===== src/hw/rtl/matrix_vector_multiply_top_assert.svh =====
// ----------------------------------------------------------------------------
// Matrix-vector multiply assertion macros
// Clocked assertion shorthands. The module that uses them must declare
// signals named clock and reset.
// ----------------------------------------------------------------------------
`ifndef MATRIX_VECTOR_MULTIPLY_TOP_ASSERT_SVH
`define MATRIX_VECTOR_MULTIPLY_TOP_ASSERT_SVH

// A condition that must hold at every clock edge outside reset.
`define MVM_ASSERT_NOW(label, cond, msg) \
   label: assert property (@(posedge clock) disable iff (reset) (cond)) else $error(msg);

// A condition that must hold in the cycle after a trigger.
`define MVM_ASSERT_NEXT(label, trig, cond, msg) \
   label: assert property (@(posedge clock) disable iff (reset) (trig) |=> (cond)) \
      else $error(msg);

`endif


===== src/hw/rtl/mvm_pkg.sv =====
// ----------------------------------------------------------------------------
// Matrix-vector multiply package
// Shared widths, codes and types of the fixed-point matrix-vector multiplier.
// ----------------------------------------------------------------------------
package mvm_pkg;

   localparam int MAX_COLS_DEFAULT = 1024;
   localparam int MAX_ROWS_DEFAULT = 65536;

   localparam int NUM_COLS_RESET = 1024;
   localparam int NUM_ROWS_RESET = 65536;

   localparam int COL_INDEX_W = 10;
   localparam int VALUE_W     = 32;
   localparam int ROW_INDEX_W = 16;
   localparam int ROW_VALUE_W = 64;

   localparam int NUM_COLS_W  = 11;
   localparam int NUM_ROWS_W  = 17;
   localparam int CSR_DATA_W  = NUM_ROWS_W;
   localparam int CSR_INDEX_W = 1;

   localparam logic [CSR_INDEX_W-1:0] CSR_NUM_COLS = 1'b0;
   localparam logic [CSR_INDEX_W-1:0] CSR_NUM_ROWS = 1'b1;

   localparam logic OP_LOAD_VECTOR = 1'b0;
   localparam logic OP_MATRIX      = 1'b1;

   localparam int RSP_FIFO_DEPTH = 4;
   localparam int RSP_PTR_W      = $clog2(RSP_FIFO_DEPTH);
   localparam int RSP_COUNT_W    = $clog2(RSP_FIFO_DEPTH + 1);

   typedef struct packed {
      logic                   valid;
      logic                   end_of_row;
      logic                   last_row;
      logic [ROW_INDEX_W-1:0] row_index;
   } mac_ctrl_type;

   typedef struct packed {
      logic [ROW_INDEX_W-1:0]        row_index;
      logic signed [ROW_VALUE_W-1:0] row_value;
      logic                          last_row;
   } rsp_word_type;

endpackage


===== src/hw/rtl/mvm_mac.sv =====
// ----------------------------------------------------------------------------
// Matrix-vector multiply MAC
// Registered 32x32 signed multiply followed by a saturating 64-bit accumulate.
// ----------------------------------------------------------------------------
module mvm_mac (
   input  logic                                clock,
   input  logic                                reset,
   input  mvm_pkg::mac_ctrl_type               in_ctrl,
   input  logic signed [mvm_pkg::VALUE_W-1:0]  in_value,
   input  logic [mvm_pkg::VALUE_W-1:0]         in_x,
   output logic                                push_valid,
   output mvm_pkg::rsp_word_type               push_word
);
   localparam logic signed [mvm_pkg::ROW_VALUE_W-1:0] SAT_MAX =
      {1'b0, {(mvm_pkg::ROW_VALUE_W-1){1'b1}}};
   localparam logic signed [mvm_pkg::ROW_VALUE_W-1:0] SAT_MIN =
      {1'b1, {(mvm_pkg::ROW_VALUE_W-1){1'b0}}};

   logic signed [mvm_pkg::VALUE_W-1:0]     x_signed;
   logic signed [mvm_pkg::ROW_VALUE_W-1:0] prod_in;
   logic signed [mvm_pkg::ROW_VALUE_W-1:0] prod_ff;
   mvm_pkg::mac_ctrl_type                  s2_ctrl_ff;
   logic signed [mvm_pkg::ROW_VALUE_W-1:0] acc_ff;
   logic signed [mvm_pkg::ROW_VALUE_W-1:0] acc_in;
   logic signed [mvm_pkg::ROW_VALUE_W-1:0] sum;

   // Each addition saturates on its own, so a later term can pull it back.
   function automatic logic signed [mvm_pkg::ROW_VALUE_W-1:0] sat_add(
      input logic signed [mvm_pkg::ROW_VALUE_W-1:0] a,
      input logic signed [mvm_pkg::ROW_VALUE_W-1:0] b
   );
      logic signed [mvm_pkg::ROW_VALUE_W-1:0] s;
      s = a + b;
      if ((a[mvm_pkg::ROW_VALUE_W-1] == b[mvm_pkg::ROW_VALUE_W-1]) &&
          (s[mvm_pkg::ROW_VALUE_W-1] != a[mvm_pkg::ROW_VALUE_W-1])) begin
         sat_add = a[mvm_pkg::ROW_VALUE_W-1] ? SAT_MIN : SAT_MAX;
      end else begin
         sat_add = s;
      end
   endfunction

   assign x_signed = $signed(in_x);
   assign prod_in  = in_value * x_signed;

   always_ff @(posedge clock) begin
      prod_ff <= prod_in;
   end

   always_ff @(posedge clock) begin
      if (reset) begin
         s2_ctrl_ff <= '0;
         acc_ff     <= '0;
      end else begin
         s2_ctrl_ff <= in_ctrl;
         acc_ff     <= acc_in;
      end
   end

   always_comb begin
      sum    = sat_add(acc_ff, prod_ff);
      acc_in = acc_ff;
      if (s2_ctrl_ff.valid) begin
         acc_in = s2_ctrl_ff.end_of_row ? '0 : sum;
      end
      push_valid          = s2_ctrl_ff.valid && s2_ctrl_ff.end_of_row;
      push_word.row_index = s2_ctrl_ff.row_index;
      push_word.row_value = sum;
      push_word.last_row  = s2_ctrl_ff.last_row;
   end

endmodule


===== config.mk =====
export PLATFORM = sky130hd
export DESIGN_NAME = mvm_mac
export DESIGN_NICKNAME = d
export VERILOG_FILES = /design/src/hw/rtl/matrix_vector_multiply_top_assert.svh /design/src/hw/rtl/mvm_pkg.sv /design/src/hw/rtl/mvm_mac.sv
export SDC_FILE = /design/constraint.sdc
export NUM_CORES = 2
export LEC_CHECK = 0
export ABC_AREA = 1
export BUFFER_PORTS_ARGS = -buffer_cell sky130_fd_sc_hd__clkbuf_2
export CAP_MARGIN = 20
export CELL_PAD_IN_SITES_DETAIL_PLACEMENT = 1
export CELL_PAD_IN_SITES_GLOBAL_PLACEMENT = 2
export CORE_MARGIN = 2
export CORE_UTILIZATION = 39
export CTS_CLUSTER_SIZE = 10
export DETAILED_ROUTE_END_ITERATION = 16
export GPL_TIMING_DRIVEN = 0
export PLACE_DENSITY_LB_ADDON = 0.1
export RECOVER_POWER = 50
export SLEW_MARGIN = 20
export SYNTH_ARGS = -nofsm -noshare
export SYNTH_HDL_FRONTEND = slang
export SYNTH_SLANG_ARGS = --single-unit
export TNS_END_PERCENT = 50

===== constraint.sdc =====
create_clock -name clock -period 8.1 [get_ports clock]
set_clock_uncertainty 0.2 [all_clocks]
set_input_delay 0 -clock clock [delete_from_list [all_inputs] [get_ports clock]]
set_output_delay 0 -clock clock [all_outputs]
set_load 0.02 [all_outputs]

==> impl_metrics.ini <==
[global_route]
grt_max_degree = 18
grt_pass1_vias = 46580
grt_pass1_wl_um = 319700
gr-total-overflow = 0
antenna_found_initial = 6
grt_usage_pct = 35.42

[floorplan]
chipHeight_um = 357.1
ioPinCount = 167
initial_core_util_pct = 39.33
rows = 129
die_x_um = 357.1
die_area_mm2 = 0.1275
coreArea_mm2 = 0.1236

[route]
viasPerCell = 5.056
wl_per_cell_um = 26.18
drt_iter0_markers = 3139
drtAntennaViolNets = 0
dr.pass1.iters = 5
drt_wl_total_um = 221500
vias = 42780
drc = 0

[clock_network]
clockRootBuffer = clkbuf_16
cts_tree = built
insertion_delay_ns = 0.47
path_clk_slew_ns = 0.07
ctsLongestPathBuffers = 2
numClockSinks = 147
numCtsBuffers = 17
h-tree-depth = 4

[synth]
synthArstFlopShare_pct = 0
synth_area_per_cell_um2 = 7.396
synth_area_leader_cell = fa_1
synthTopCellsByArea = fa_1 (45%), inv_1 (15%), nand2_1 (15%)
ys.flop_type = dfxtp_1
syn_nets = 7989
ys_warn_count = 0
seq_area_frac_synth_pct = 6.052
synth_cell_types = 42
yosys.area.top_type_share_pct = 44.59
synth-edff-count = 0
netlist_area_mm2 = 0.04862
ys_seq_elements = 147
netlist_instances = 6574

[sta]
drv_slew = 0
fin_crit_sh_pct = 99.16
finalHoldViolCount = 0
period_minus_slack_ns = 8.032
hold_ws_ns = 0.07501
rsz0062_at_grt = yes
max_slew_margin_pct = 15.69
fmax_ghz = 0.1245
worstMarginPinSlew_ns = 1.265
setup_tns_ns = 0
setup_violations = 0

[setup_path]
cp-end-kind = flip-flop
critPathSlowestCell = clkbuf_1
crit_arrival_ns = 8.21
worstPathCellList = clkbuf_2, inv_1, clkbuf_1, nor2_1, fa_1, fa_1, fa_1, fa_1, fa_1, fa_1, fa_1, fa_1, ha_1, a21o_1, a31oi_1, nand2_1, a21oi_1, nand3_1, a21oi_1, xor2_1
crit_type = in2reg
critPathLaunchType = input pin
required_ns = 8.28
cp_num_buf_inv = 3
critPathMaxStageDelay_ns = 0.82
path_delay_family = adder cells
worst-path-max-fanout = 10
cp_common_cell = fa_1

[cells_and_area]
nets = 8222
layout-drive-gt1-share_pct = 4.633
area_growth_pct = 8.090

[placed_design]
io_buffers = 165
place_congestion = 0.9973
dp_hpwl_um = 189900

[min_path]
hold_path.class = in2reg

[run_status]
status = finished clean

[flow_run]
drv_cap = 0
## cell usage after synthesis, drive strengths merged, types with 3 or more instances
| library cell | instances |
|---|---|
| a31oi | 17 |
| a21o | 11 |
| nor2 | 285 |
| o211ai | 3 |
| nor3 | 21 |
| nand2 | 1928 |
| ha | 247 |
| or2 | 8 |
| nand4 | 31 |
| o21ai | 49 |
| and2 | 3 |
| nand3 | 159 |
| dfxtp | 147 |
| fa | 1083 |
| nor4 | 8 |
| o21a | 3 |
| a21boi | 3 |
| and3 | 7 |
| nand3b | 5 |
| o21bai | 17 |
| xnor2 | 51 |
| inv | 1952 |
| buf | 39 |
| a21oi | 232 |
| xor2 | 45 |
| clkbuf | 213 |
## metal layers
metal  vias to the layer above  routed length [µm]  part of all wire, %  track usage [%]
li1                      18990                   -                    -                -
met2                      1568              106500                   48            60.68
met4                         2               14380                  6.5            18.78
met1                     21820               86730                   39            43.85
met3                       407               13840                  6.2            4.082
met5                         -                  13               0.0059                0
## registers in the layout, summed over array words and instances (netlist names)
| signal | cells |
|---|---|
| s2_ctrl_ff | 2 |
| acc_ff | 64 |
| push_word | 17 |
| prod_ff | 64 |
## metrics by stage
step                worst slack (ns)  cells  util [%]  instance area (µm²)
detailed placement            -1.323   8379     41.72                51580
floorplan                      1.145   6574         -                48620
global placement              -1.423   8376     41.65                51500
finish                       0.06819   8461     42.51                52560
global route                -0.07127   8457     42.50                52550
CTS                          0.02645   8444     42.50                52540
## repair_timing
| item | in CTS | in global routing |
|---|---|---|
| buffers inserted | 2 | 12 |
| endpoints found under the setup margin | 20 | 17 |
| hold buffers | 31 | 0 |
| pin swaps | 1 | 2 |
| endpoints found under the hold margin | 26 | 0 |
| resized for setup | 20 | 47 |
| gates cloned | 0 | 0 |
## cell type report
| class | instances | area (µm²) |
|---|---|---|
| Antenna cell | 4 | 10.01 |
| Buffer | 252 | 1117 |
| Clock buffer | 18 | 439.2 |
| Clock inverter | 14 | 166.4 |
| Fill cell | 15720 | 71080 |
| Inverter | 1952 | 7338 |
| Multi-Input combinational cell | 4223 | 37220 |
| Sequential cell | 147 | 2943 |
| Tap cell | 1637 | 2048 |
| Timing Repair Buffer | 214 | 1271 |
## worst register-to-register path: cells and delay by family (launching register included)
| kind | cells | cell delay (ns) |
|---|---|---|
| adder cells (fa/ha/maj) | 1 | 0.36 |
| buffers and inverters | 2 | 1.48 |
| flip-flops | 1 | 0.32 |
| AO/OA/AOI/OAI | 1 | 0.07 |
| AND/OR/NAND/NOR | 13 | 2.42 |
## logic make-up after synthesis
group	count (synthesis)	share of synthesized area [%]
buffers and inverters	2204	17.26
AOI/OAI and AO/OA	342	4.117
and+or+nand+nor	2455	19.89
DFF	147	6.052
adders and majority gates	1330	50.95
xor gates and xnor gates	96	1.729
## worst paths after layout
kind                            from                       end  slack, ns  depth (start not counted)
max                         in_x[31]       prod_ff[54]$_DFF_P_       0.07                         20
min                       in_ctrl[9]  push_word[74]$_SDFF_PP0_       0.08                          4
max reg2reg   acc_ff[2]$_SDFFE_PP0P_   acc_ff[33]$_SDFFE_PP0P_       3.14                         17
min reg2reg  acc_ff[34]$_SDFFE_PP0P_   acc_ff[34]$_SDFFE_PP0P_       0.27                          2
## placed cells by master, fill, tap and decap left out, types with 21 or more instances in the layout
master	synthesis	routed
fa_1	1083	1079
o21ai_0	49	49
nand2_1	1920	1924
dfxtp_1	147	147
nand4_1	31	31
clkbuf_2	0	181
nor2_1	275	274
nor3_1	21	21
xnor2_1	51	51
inv_1	1946	1942
dlygate4sd3_1	0	31
xor2_1	45	45
clkbuf_1	213	196
nand3_1	158	159
buf_4	19	33
a21oi_1	212	219
ha_1	247	247
Power is not shown: default switching activity piles up to over one toggle a cycle in this logic, so the estimate is an artifact.
