===== src/hw/rtl/matrix_vector_multiply_top_assert.svh =====
// ----------------------------------------------------------------------------
// Matrix-vector multiply assertion macros
// Clocked assertion shorthands. The module that uses them must declare
// signals named clock and reset.
// ----------------------------------------------------------------------------
`ifndef MATRIX_VECTOR_MULTIPLY_TOP_ASSERT_SVH
`define MATRIX_VECTOR_MULTIPLY_TOP_ASSERT_SVH

// A condition that must hold at every clock edge outside reset.
`define MVM_ASSERT_NOW(label, cond, msg) \
   label: assert property (@(posedge clock) disable iff (reset) (cond)) else $error(msg);

// A condition that must hold in the cycle after a trigger.
`define MVM_ASSERT_NEXT(label, trig, cond, msg) \
   label: assert property (@(posedge clock) disable iff (reset) (trig) |=> (cond)) \
      else $error(msg);

`endif


===== src/hw/rtl/mvm_pkg.sv =====
// ----------------------------------------------------------------------------
// Matrix-vector multiply package
// Shared widths, codes and types of the fixed-point matrix-vector multiplier.
// ----------------------------------------------------------------------------
package mvm_pkg;

   localparam int MAX_COLS_DEFAULT = 1024;
   localparam int MAX_ROWS_DEFAULT = 65536;

   localparam int NUM_COLS_RESET = 1024;
   localparam int NUM_ROWS_RESET = 65536;

   localparam int COL_INDEX_W = 10;
   localparam int VALUE_W     = 32;
   localparam int ROW_INDEX_W = 16;
   localparam int ROW_VALUE_W = 64;

   localparam int NUM_COLS_W  = 11;
   localparam int NUM_ROWS_W  = 17;
   localparam int CSR_DATA_W  = NUM_ROWS_W;
   localparam int CSR_INDEX_W = 1;

   localparam logic [CSR_INDEX_W-1:0] CSR_NUM_COLS = 1'b0;
   localparam logic [CSR_INDEX_W-1:0] CSR_NUM_ROWS = 1'b1;

   localparam logic OP_LOAD_VECTOR = 1'b0;
   localparam logic OP_MATRIX      = 1'b1;

   localparam int RSP_FIFO_DEPTH = 4;
   localparam int RSP_PTR_W      = $clog2(RSP_FIFO_DEPTH);
   localparam int RSP_COUNT_W    = $clog2(RSP_FIFO_DEPTH + 1);

   typedef struct packed {
      logic                   valid;
      logic                   end_of_row;
      logic                   last_row;
      logic [ROW_INDEX_W-1:0] row_index;
   } mac_ctrl_type;

   typedef struct packed {
      logic [ROW_INDEX_W-1:0]        row_index;
      logic signed [ROW_VALUE_W-1:0] row_value;
      logic                          last_row;
   } rsp_word_type;

endpackage


===== src/hw/rtl/mvm_channels.sv =====


interface mvm_rsp_if;
   logic                                   valid;
   logic                                   ready;
   logic [mvm_pkg::ROW_INDEX_W-1:0]        row_index;
   logic signed [mvm_pkg::ROW_VALUE_W-1:0] row_value;
   logic                                   last_row;

   modport source (output valid, output row_index, output row_value, output last_row,
                   input ready);
   modport sink   (input valid, input row_index, input row_value, input last_row,
                   output ready);
endinterface


===== src/hw/rtl/mvm_rsp_fifo.sv =====
// ----------------------------------------------------------------------------
// Matrix-vector multiply response queue
// Small register queue between the accumulator and the response channel.
// ----------------------------------------------------------------------------
module mvm_rsp_fifo (
   input  logic                  clock,
   input  logic                  reset,
   input  logic                  push_valid,
   input  mvm_pkg::rsp_word_type push_word,
   mvm_rsp_if.source             rsp_ch
);
   mvm_pkg::rsp_word_type               entry_ff [mvm_pkg::RSP_FIFO_DEPTH];
   logic [mvm_pkg::RSP_PTR_W-1:0]       wr_ptr_ff;
   logic [mvm_pkg::RSP_PTR_W-1:0]       wr_ptr_in;
   logic [mvm_pkg::RSP_PTR_W-1:0]       rd_ptr_ff;
   logic [mvm_pkg::RSP_PTR_W-1:0]       rd_ptr_in;
   logic [mvm_pkg::RSP_COUNT_W-1:0]     count_ff;
   logic [mvm_pkg::RSP_COUNT_W-1:0]     count_in;
   logic                                pop;
   mvm_pkg::rsp_word_type               head;

   // The caller never pushes into a full queue; its credit count sees to that.
   always_ff @(posedge clock) begin
      if (push_valid) begin
         entry_ff[wr_ptr_ff] <= push_word;
      end
   end

   always_ff @(posedge clock) begin
      if (reset) begin
         wr_ptr_ff <= '0;
         rd_ptr_ff <= '0;
         count_ff  <= '0;
      end else begin
         wr_ptr_ff <= wr_ptr_in;
         rd_ptr_ff <= rd_ptr_in;
         count_ff  <= count_in;
      end
   end

   always_comb begin
      pop       = rsp_ch.valid && rsp_ch.ready;
      wr_ptr_in = push_valid ? wr_ptr_ff + 1'b1 : wr_ptr_ff;
      rd_ptr_in = pop ? rd_ptr_ff + 1'b1 : rd_ptr_ff;
      count_in  = count_ff;
      if (push_valid && !pop) begin
         count_in = count_ff + 1'b1;
      end else if (!push_valid && pop) begin
         count_in = count_ff - 1'b1;
      end
   end

   assign head             = entry_ff[rd_ptr_ff];
   assign rsp_ch.valid     = (count_ff != '0);
   assign rsp_ch.row_index = head.row_index;
   assign rsp_ch.row_value = head.row_value;
   assign rsp_ch.last_row  = head.last_row;

endmodule

===== src/flat_wrapper.sv =====
// flat-port wrapper written by rule: the top's interface ports become plain ports
module mvm_rsp_fifo_flat 
  (clock, reset, push_valid, push_word, rsp_ch_valid, rsp_ch_row_index, rsp_ch_row_value, rsp_ch_last_row, rsp_ch_ready);
  mvm_rsp_if rsp_ch_i ();
  input  logic clock;
  input  logic reset;
  input  logic push_valid;
  input  mvm_pkg::rsp_word_type push_word;
  output wire logic [$bits(rsp_ch_i.valid)-1:0] rsp_ch_valid;
  output wire logic [$bits(rsp_ch_i.row_index)-1:0] rsp_ch_row_index;
  output wire logic [$bits(rsp_ch_i.row_value)-1:0] rsp_ch_row_value;
  output wire logic [$bits(rsp_ch_i.last_row)-1:0] rsp_ch_last_row;
  input wire logic [$bits(rsp_ch_i.ready)-1:0] rsp_ch_ready;
  assign rsp_ch_valid = rsp_ch_i.valid;
  assign rsp_ch_row_index = rsp_ch_i.row_index;
  assign rsp_ch_row_value = rsp_ch_i.row_value;
  assign rsp_ch_last_row = rsp_ch_i.last_row;
  assign rsp_ch_i.ready = rsp_ch_ready;
  mvm_rsp_fifo u_core (.clock(clock), .reset(reset), .push_valid(push_valid), .push_word(push_word), .rsp_ch(rsp_ch_i));
endmodule

===== config.mk =====
export PLATFORM = sky130hd
export DESIGN_NAME = mvm_rsp_fifo_flat
export DESIGN_NICKNAME = d
export VERILOG_FILES = /design/src/hw/rtl/matrix_vector_multiply_top_assert.svh /design/src/hw/rtl/mvm_pkg.sv /design/src/hw/rtl/mvm_channels.sv /design/src/hw/rtl/mvm_rsp_fifo.sv /design/src/flat_wrapper.sv
export SDC_FILE = /design/constraint.sdc
export NUM_CORES = 1
export LEC_CHECK = 0
export ABC_CLOCK_PERIOD_IN_PS = 5200
export BUFFER_PORTS_ARGS = -buffer_cell sky130_fd_sc_hd__buf_2
export CAP_MARGIN = 20
export CORE_UTILIZATION = 45
export CTS_CLUSTER_SIZE = 20
export DETAILED_ROUTE_END_ITERATION = 10
export GPL_TIMING_DRIVEN = 0
export PLACE_DENSITY = 0.74
export RECOVER_POWER = 25
export SLEW_MARGIN = 20
export SYNTH_ARGS = -nofsm -noshare
export SYNTH_HDL_FRONTEND = slang
export SYNTH_SLANG_ARGS = --single-unit
export TNS_END_PERCENT = 10

===== constraint.sdc =====
create_clock -name clock -period 5.2 [get_ports clock]
set_input_delay 1.56 -clock clock [delete_from_list [all_inputs] [get_ports clock]]
set_output_delay 1.56 -clock clock [all_outputs]
set_load 0.005 [all_outputs]

==> run metrics, run 1 <==
initial drt markers=443; fillers=1966; core area=26350 um2; area of the die=27770 um2; initial antenna violation count=2; clock power share=35.4%; ys async rst share=0%; Final #Nets=767; Sw Share=23.11%; Post-synth EDFFs=324; Max Clk Rate=258.5 MHz; Top-Level Pins=167; setup TNS=0 ns; R2R cell count=7; top-count cell post-synth=edfxtp_1; met1 Use GR=19.63%; GRT Total Usage=16.27%; Synth area leader=edfxtp_1; TritonCTS clock tree=built; sw power=1.631 mW; Routed Antenna Nets=0; Max-cap violations=0; Yosys Warn Count=0; starting density of the core=46.29%; Worst Path Required=3.64 ns; IO Port Bufs=165; Critical Path End=rsp_ch_row_index[4]; register bit total from synthesis=333; Resize count post-CTS=0; placed cell areas=13620 um2; WL/cell=21.29 um; Comb pwr share=20.1%; Pleak=4.877 nW; Post-Syn Area=12200 um2; H-tree levels=2; Post-CTS Setup Inserts=0; Routed WL=22.10 mm; first-pass GRT wire length=34.06 mm; total global routing overflow=0; synth unique cells=20; Remaining DRCs=0; post-layout min period=3.868 ns; crit share post-route=74.39%; Root Buffer=clkbuf_16; Via Count=5546; peak supply drop=0.3217 mV; Pins Over Slew Limit=0; met3 Usage GRT=4.444%; PwrDens=478.7 nW/um2; row count=59; Syn Area/Cell=26.18 um2; total internal power=5.425 mW; top-area cell type share of the netlist area=79.75%; top_reg_cell synth=edfxtp_1; status=completed; RD Place Congestion=0.6947; share of cells above drive strength 1=39.32%; R2R Path Start=u_core.count_ff[0]$_SDFFE_PP0P_; Tightest Hold Check Type=flop to flop; most used routing layer=met2; Hold Path Depth=2; Hold Vio Cnt, Final=0; Num CTS Buffers=35; Seq/Total Area, Yosys=81.22%; Slew @ Worst Pin=0.6847 ns; Die X=166.7 um; sequential power share=44.4%; Initial DRT Pass Iterations=6; Area contributors post-synth=edfxtp_1 (80%), mux4_2 (15%), dfxtp_1 (1.5%); vias per inst=5.343; Design Power=7.055 mW; Area Growth Syn to Fin=20.81%; RSZ-0062 raised after global routing=false; CP Capture Type=output pin; Final Skew=0.01213 ns; DIE HEIGHT=166.7 um; clock-pin slew on the worst setup and hold paths=0.06 ns; worst r2r dst=u_core.count_ff[2]$_SDFFE_PP0P_; Worst setup SP type=flop; clock sink count=333; fin worst setup slack=1.332 ns; R2R setup slack=3.11 ns; Commonest cells post-synth=edfxtp_1 (324), mux4_2 (81), dfxtp_1 (9), buf_12 (8), buf_2 (8); Reg area=9910 um2; Clk Latency, worst-skew pair=0.50 ns; pre-CTS WS=1.745 ns; post-route cell area=14740 um2; Crit Path Max Fanout=10; hold buffers post-CTS=0; final setup fails=0; WP data arrival=2.31 ns; Final HPWL DP=13.81 mm; met2 usage=28.28%; maximum clock path buffer count=3; pin count of the biggest net entering global routing=44; Multi-input gate area=2071 um2; synthesized net count=557; vias in the first global route=6147; post-synthesis instance total=466; Rel. slew slack=54.35%; WS Path Type=flop to output pin; Core Util, Final=55.93%
[power groups by stage]
stage                     Clock (mW)  Sequential (mW)  Combinational (mW)
after detailed placement           0             3.19                1.47
after floorplan                    0             3.19               0.946
after global routing            2.66             3.15                1.54
after CTS                       2.56             3.14                1.47
final                           2.50             3.14                1.42
after global placement             0             3.20                1.42
[registers in the layout, indices dropped and copies added, names as in the netlist, named ones only]
signal and cells:
u_core.rd_ptr_ff 2, u_core.count_ff 3, u_core.entry_ff 324, u_core.wr_ptr_ff 2
[cell families (layout without fill, tap and decap cells)]
group	count (synthesis)	in the layout	synth area share [%]
compound gates	4	4	0.2153
xor+xnor	5	5	0.3589
fa+ha+maj	6	6	0.6769
buf+inv	22	258	1.887
flops	333	333	81.22
mux	83	83	15.12
other cells	0	1	0
simple gates	13	13	0.5230
[layer usage]
metal | wire, um | up-vias
li1 | - | 2423
met1 | 8901 | 2903
met2 | 11280 | 177
met3 | 1368 | 41
met4 | 539 | 2
met5 | 13 | -
[worst max-delay path, cell delays in order, from the launching register on]
cell	delay [ns]
dfxtp_1	0.32
clkbuf_1	0.53
buf_2	0.44
mux4_2	0.37
buf_2	0.15
[worst min-delay path by stage]
stage,from,to
after floorplan,u_core.count_ff[2]$_SDFFE_PP0P_,u_core.count_ff[2]$_SDFFE_PP0P_
after global placement,u_core.count_ff[2]$_SDFFE_PP0P_,u_core.count_ff[2]$_SDFFE_PP0P_
after detailed placement,u_core.rd_ptr_ff[1]$_SDFFE_PP0P_,u_core.rd_ptr_ff[1]$_SDFFE_PP0P_
after CTS,u_core.count_ff[2]$_SDFFE_PP0P_,u_core.count_ff[2]$_SDFFE_PP0P_
after global routing,u_core.count_ff[2]$_SDFFE_PP0P_,u_core.count_ff[2]$_SDFFE_PP0P_
final,u_core.count_ff[2]$_SDFFE_PP0P_,u_core.count_ff[2]$_SDFFE_PP0P_
[layout make-up]
cell class / count / share of cell area, %
Sequential cell: 333 / 67.23
Multi-Input combinational cell: 111 / 14.05
Clock buffer: 45 / 6.689
Timing Repair Buffer: 173 / 6.282
Tap cell: 335 / 2.844
Buffer: 19 / 1.486
Clock inverter: 18 / 1.324
Inverter: 3 / 0.07640
Antenna cell: 1 / 0.01698
[per-stage QoR]
| step | instances | hold WS (ns) |
|---|---|---|
| 2_1_floorplan | 466 | 0.4766 |
| 3_5_place_dp | 974 | 0.5111 |
| 5_1_grt | 1037 | 0.5486 |
| 4_1_cts | 1037 | 0.5194 |
| 6_report | 1038 | 0.5200 |
| 3_3_place_gp | 966 | 0.5016 |
[placed cells by master (no fill, tap or decap), drive strengths merged]
| master | instances |
|---|---|
| o31ai | 1 |
| a21oi | 1 |
| clkinvlp | 2 |
| clkbuf | 101 |
| xnor2 | 1 |
| fa | 1 |
| bufinv | 4 |
| nor2 | 7 |
| o21ai | 1 |
| ha | 5 |
| clkinv | 12 |
| dfxtp | 9 |
| edfxtp | 324 |
| diode | 1 |
| o311ai | 1 |
| inv | 3 |
| buf | 136 |
| mux2i | 2 |
| xor2 | 4 |
| mux4 | 81 |
| and2 | 4 |
| or3 | 2 |
Note: power is estimated with default switching activity, not from simulation.
==> run 2, diff against run 1 <==
--- a/config.mk
+++ b/config.mk
@@ -5,7 +5,8 @@
 export SDC_FILE = /design/constraint.sdc
 export NUM_CORES = 1
 export LEC_CHECK = 0
-export ABC_CLOCK_PERIOD_IN_PS = 5200
+export ABC_AREA = 1
+export ABC_CLOCK_PERIOD_IN_PS = 3700
 export BUFFER_PORTS_ARGS = -buffer_cell sky130_fd_sc_hd__buf_2
 export CAP_MARGIN = 20
 export CORE_UTILIZATION = 45
==> constraint.sdc (replaced) <==
create_clock -name clock -period 3.7 [get_ports clock]
set_input_delay 1.11 -clock clock [delete_from_list [all_inputs] [get_ports clock]]
set_output_delay 1.11 -clock clock [all_outputs]
set_load 0.005 [all_outputs]
==> run metrics, run 2 <==
status=completed; fin worst setup slack=0.5320 ns (-0.7998 ns); Post-synth EDFFs=324 (unchanged); Final Skew=0.007801 ns (-0.004325 ns); max reg flops=324 (unchanged); Final #Nets=1144 (+49%); WL/cell=18.87 um (-11%); Top-Level Pins=167 (unchanged); Synth area leader=edfxtp_1; H-tree levels=2 (unchanged); sw power=2.488 mW (+53%); DIE HEIGHT=169.0 um (+1.4%); row count=60 (+1.7%); Yosys Warn Count=0 (unchanged); Crit Path Max Fanout=10 (unchanged); pin count of the biggest net entering global routing=55 (+25%); clock-pin slew on the worst setup and hold paths=0.06 ns (about the same); Tightest Hold Check Type=flop to flop; PwrDens=628.3 nW/um2 (+31%); sequential power share=46.3% (+1.9 points); hold buffers post-CTS=0 (unchanged); GRT Total Usage=19.17% (+2.9 points); share of cells above drive strength 1=20.97% (-18 points); TritonCTS clock tree=built; worst hold margin=0.5012 ns (-0.01877 ns); WP data arrival=2.06 ns (-0.25 ns); Final HPWL DP=16.19 mm (+17%); area of the die=28550 um2 (+2.8%); initial antenna violation count=0 (-2); worst hold start=u_core.rd_ptr_ff[0]$_SDFFE_PP0P_; clock sink count=333 (unchanged); synth unique cells=21 (+5.0%); Clk Latency, worst-skew pair=0.50 ns (about the same); starting density of the core=46.16% (-0.14 points); Core Util, Final=55.19% (-0.73 points); first-pass GRT wire length=41.48 mm (+22%); Routed WL=27.27 mm (+23%); Max Clk Rate=315.7 MHz; vias in the first global route=7709 (+25%); Max-cap violations=0 (unchanged); top-count cell post-synth=edfxtp_1; Remaining DRCs=0 (unchanged); Top reg by flops=u_core.entry_ff; Design Power=9.425 mW (+34%); post-layout min period=3.168 ns; peak supply drop=0.5294 mV (+65%); vias per inst=5.269 (-1.4%); Pins Over Slew Limit=0 (unchanged); Area contributors post-synth=edfxtp_1 (78%), o21ai_0 (5.8%), nor2_1 (4.4%); Syn Area/Cell=14.83 um2 (-43%); pre-CTS WS=1.065 ns (-0.6805 ns); WS Path Type=flop to output pin; RSZ-0062 raised after global routing=false; Seq/Total Area, Yosys=79.00% (-2.2 points); Resize count post-CTS=0 (unchanged); Slew @ Worst Pin=0.5293 ns (-0.1554 ns); most frequent cells in the layout=edfxtp_1 (324), nor2_1 (147), o21ai_0 (146); total internal power=6.936 mW (+28%); Root Buffer=clkbuf_16; Via Count=7613 (+37%); Die X=169.0 um (+1.4%); clock power share=35.1% (-0.3 points); synthesized net count=937 (+68%); Routed Antenna Nets=0 (unchanged); top-area cell type share of the netlist area=77.57% (-2.2 points); post-synthesis instance total=846 (+82%); register bit total from synthesis=333 (unchanged); top_reg_cell synth=edfxtp_1; core area=27180 um2 (+3.1%); fillers=2194 (+12%); CP Capture Type=output pin; most common cell after layout, fill and taps aside=edfxtp_1; Pleak=5.162 nW (+5.8%); IO Port Bufs=166 (+0.61%); Area Growth Syn to Fin=19.58%; ys async rst share=0% (unchanged); Post-CTS Setup Inserts=0 (unchanged); Worst Path Required=2.59 ns (-1.05 ns); maximum clock path buffer count=3 (unchanged); setup TNS=0 ns (unchanged); Rel. slew slack=64.71% (+10 points); RD Place Congestion=0.7309 (+5.2%); R2R Path Start=u_core.count_ff[1]$_SDFFE_PP0P_; initial drt markers=680 (+53%); crit share post-route=85.62%; Hold Vio Cnt, Final=0 (unchanged); final setup fails=0 (unchanged); Num CTS Buffers=35 (unchanged); number of diodes=0 (-1); Sw Share=26.40% (+3.3 points); Initial DRT Pass Iterations=5 (-1); Worst setup SP type=flop; top flop regs=u_core.entry_ff x324, u_core.count_ff x3; Comb pwr share=18.6% (-1.5 points); Post-Syn Area=12540 um2 (+2.8%); Commonest cells post-synth=edfxtp_1 (324), nor2_1 (147), o21ai_0 (146), o22ai_1 (81); total global routing overflow=0 (unchanged)
-- run 2: cell types whose count changed after synthesis, moves of 6 or more --
cell,delta
nand2_1,+15
inv_1,+12
o21ai_1,+20
clkbuf_1,+18
o21ai_0,+145
mux4_2,-81
nor2_1,+140
o22ai_1,+81
buf_8,+6
nor2_2,+20
clkbuf_2,+8
-- run 2: routing by layer --
layer,global-route usage (%),part of all wire [%],vias up
li1,-,-,3601
met1,25.00,42,3744
met2,32.16,50,233
met3,4.279,6.4,35
met4,5.731,1.8,0
met5,0,0,-
-- run 2: worst paths after layout --
check / endpoint / slack, ns / cells after the start
hold reg to reg: u_core.rd_ptr_ff[0]$_SDFFE_PP0P_ / 0.50 / 2
setup reg to reg: u_core.count_ff[2]$_SDFFE_PP0P_ / 1.90 / 12
setup / recovery: rsp_ch_row_value[31] / 0.53 / 6
hold / removal: u_core.rd_ptr_ff[0]$_SDFFE_PP0P_ / 0.50 / 2
-- run 2: kinds of logic after synthesis --
| family | synth area share, % |
|---|---|
| adders and majority gates | 0.6584 |
| and+or+nand+nor | 5.965 |
| AOI/OAI and AO/OA | 10.90 |
| buffers and inverters | 3.471 |
| DFF | 79.00 |
-- run 2: power by group through the flow --
stage	registers (mW)	clock network [mW]	logic [mW]
6_report	4.37	3.31	1.75
2_1_floorplan	4.45	0	0.974
4_1_cts	4.37	3.38	1.78
5_1_grt	4.38	3.51	1.93
3_3_place_gp	4.46	0	1.73
3_5_place_dp	4.45	0	1.77
-- run 2: area by class of cell --
class	instances	area, um2	area share [%]
Timing Repair Buffer	170	877.1	5.848
Tap cell	372	465.4	3.103
Inverter	17	96.34	0.6423
Sequential cell	333	9910	66.07
Clock inverter	14	145.1	0.9676
Buffer	52	359.1	2.394
Clock buffer	43	948.4	6.323
Multi-Input combinational cell	444	2198	14.66
-- run 2: per-stage QoR --
step / instances / area [um2]
final: 1445 / 15000
after CTS: 1445 / 15060
after global routing: 1445 / 15000
after global placement: 1384 / 13840
after detailed placement: 1388 / 13970
after floorplan: 846 / 12540
-- run 2: worst max-delay path, cell delays in order (launching register included) --
cell and delay, ns:
dfxtp_1 0.31, buf_6 0.15, clkinv_4 0.11, clkbuf_1 0.40, o21ai_0 0.16, o22ai_1 0.25, buf_2 0.18
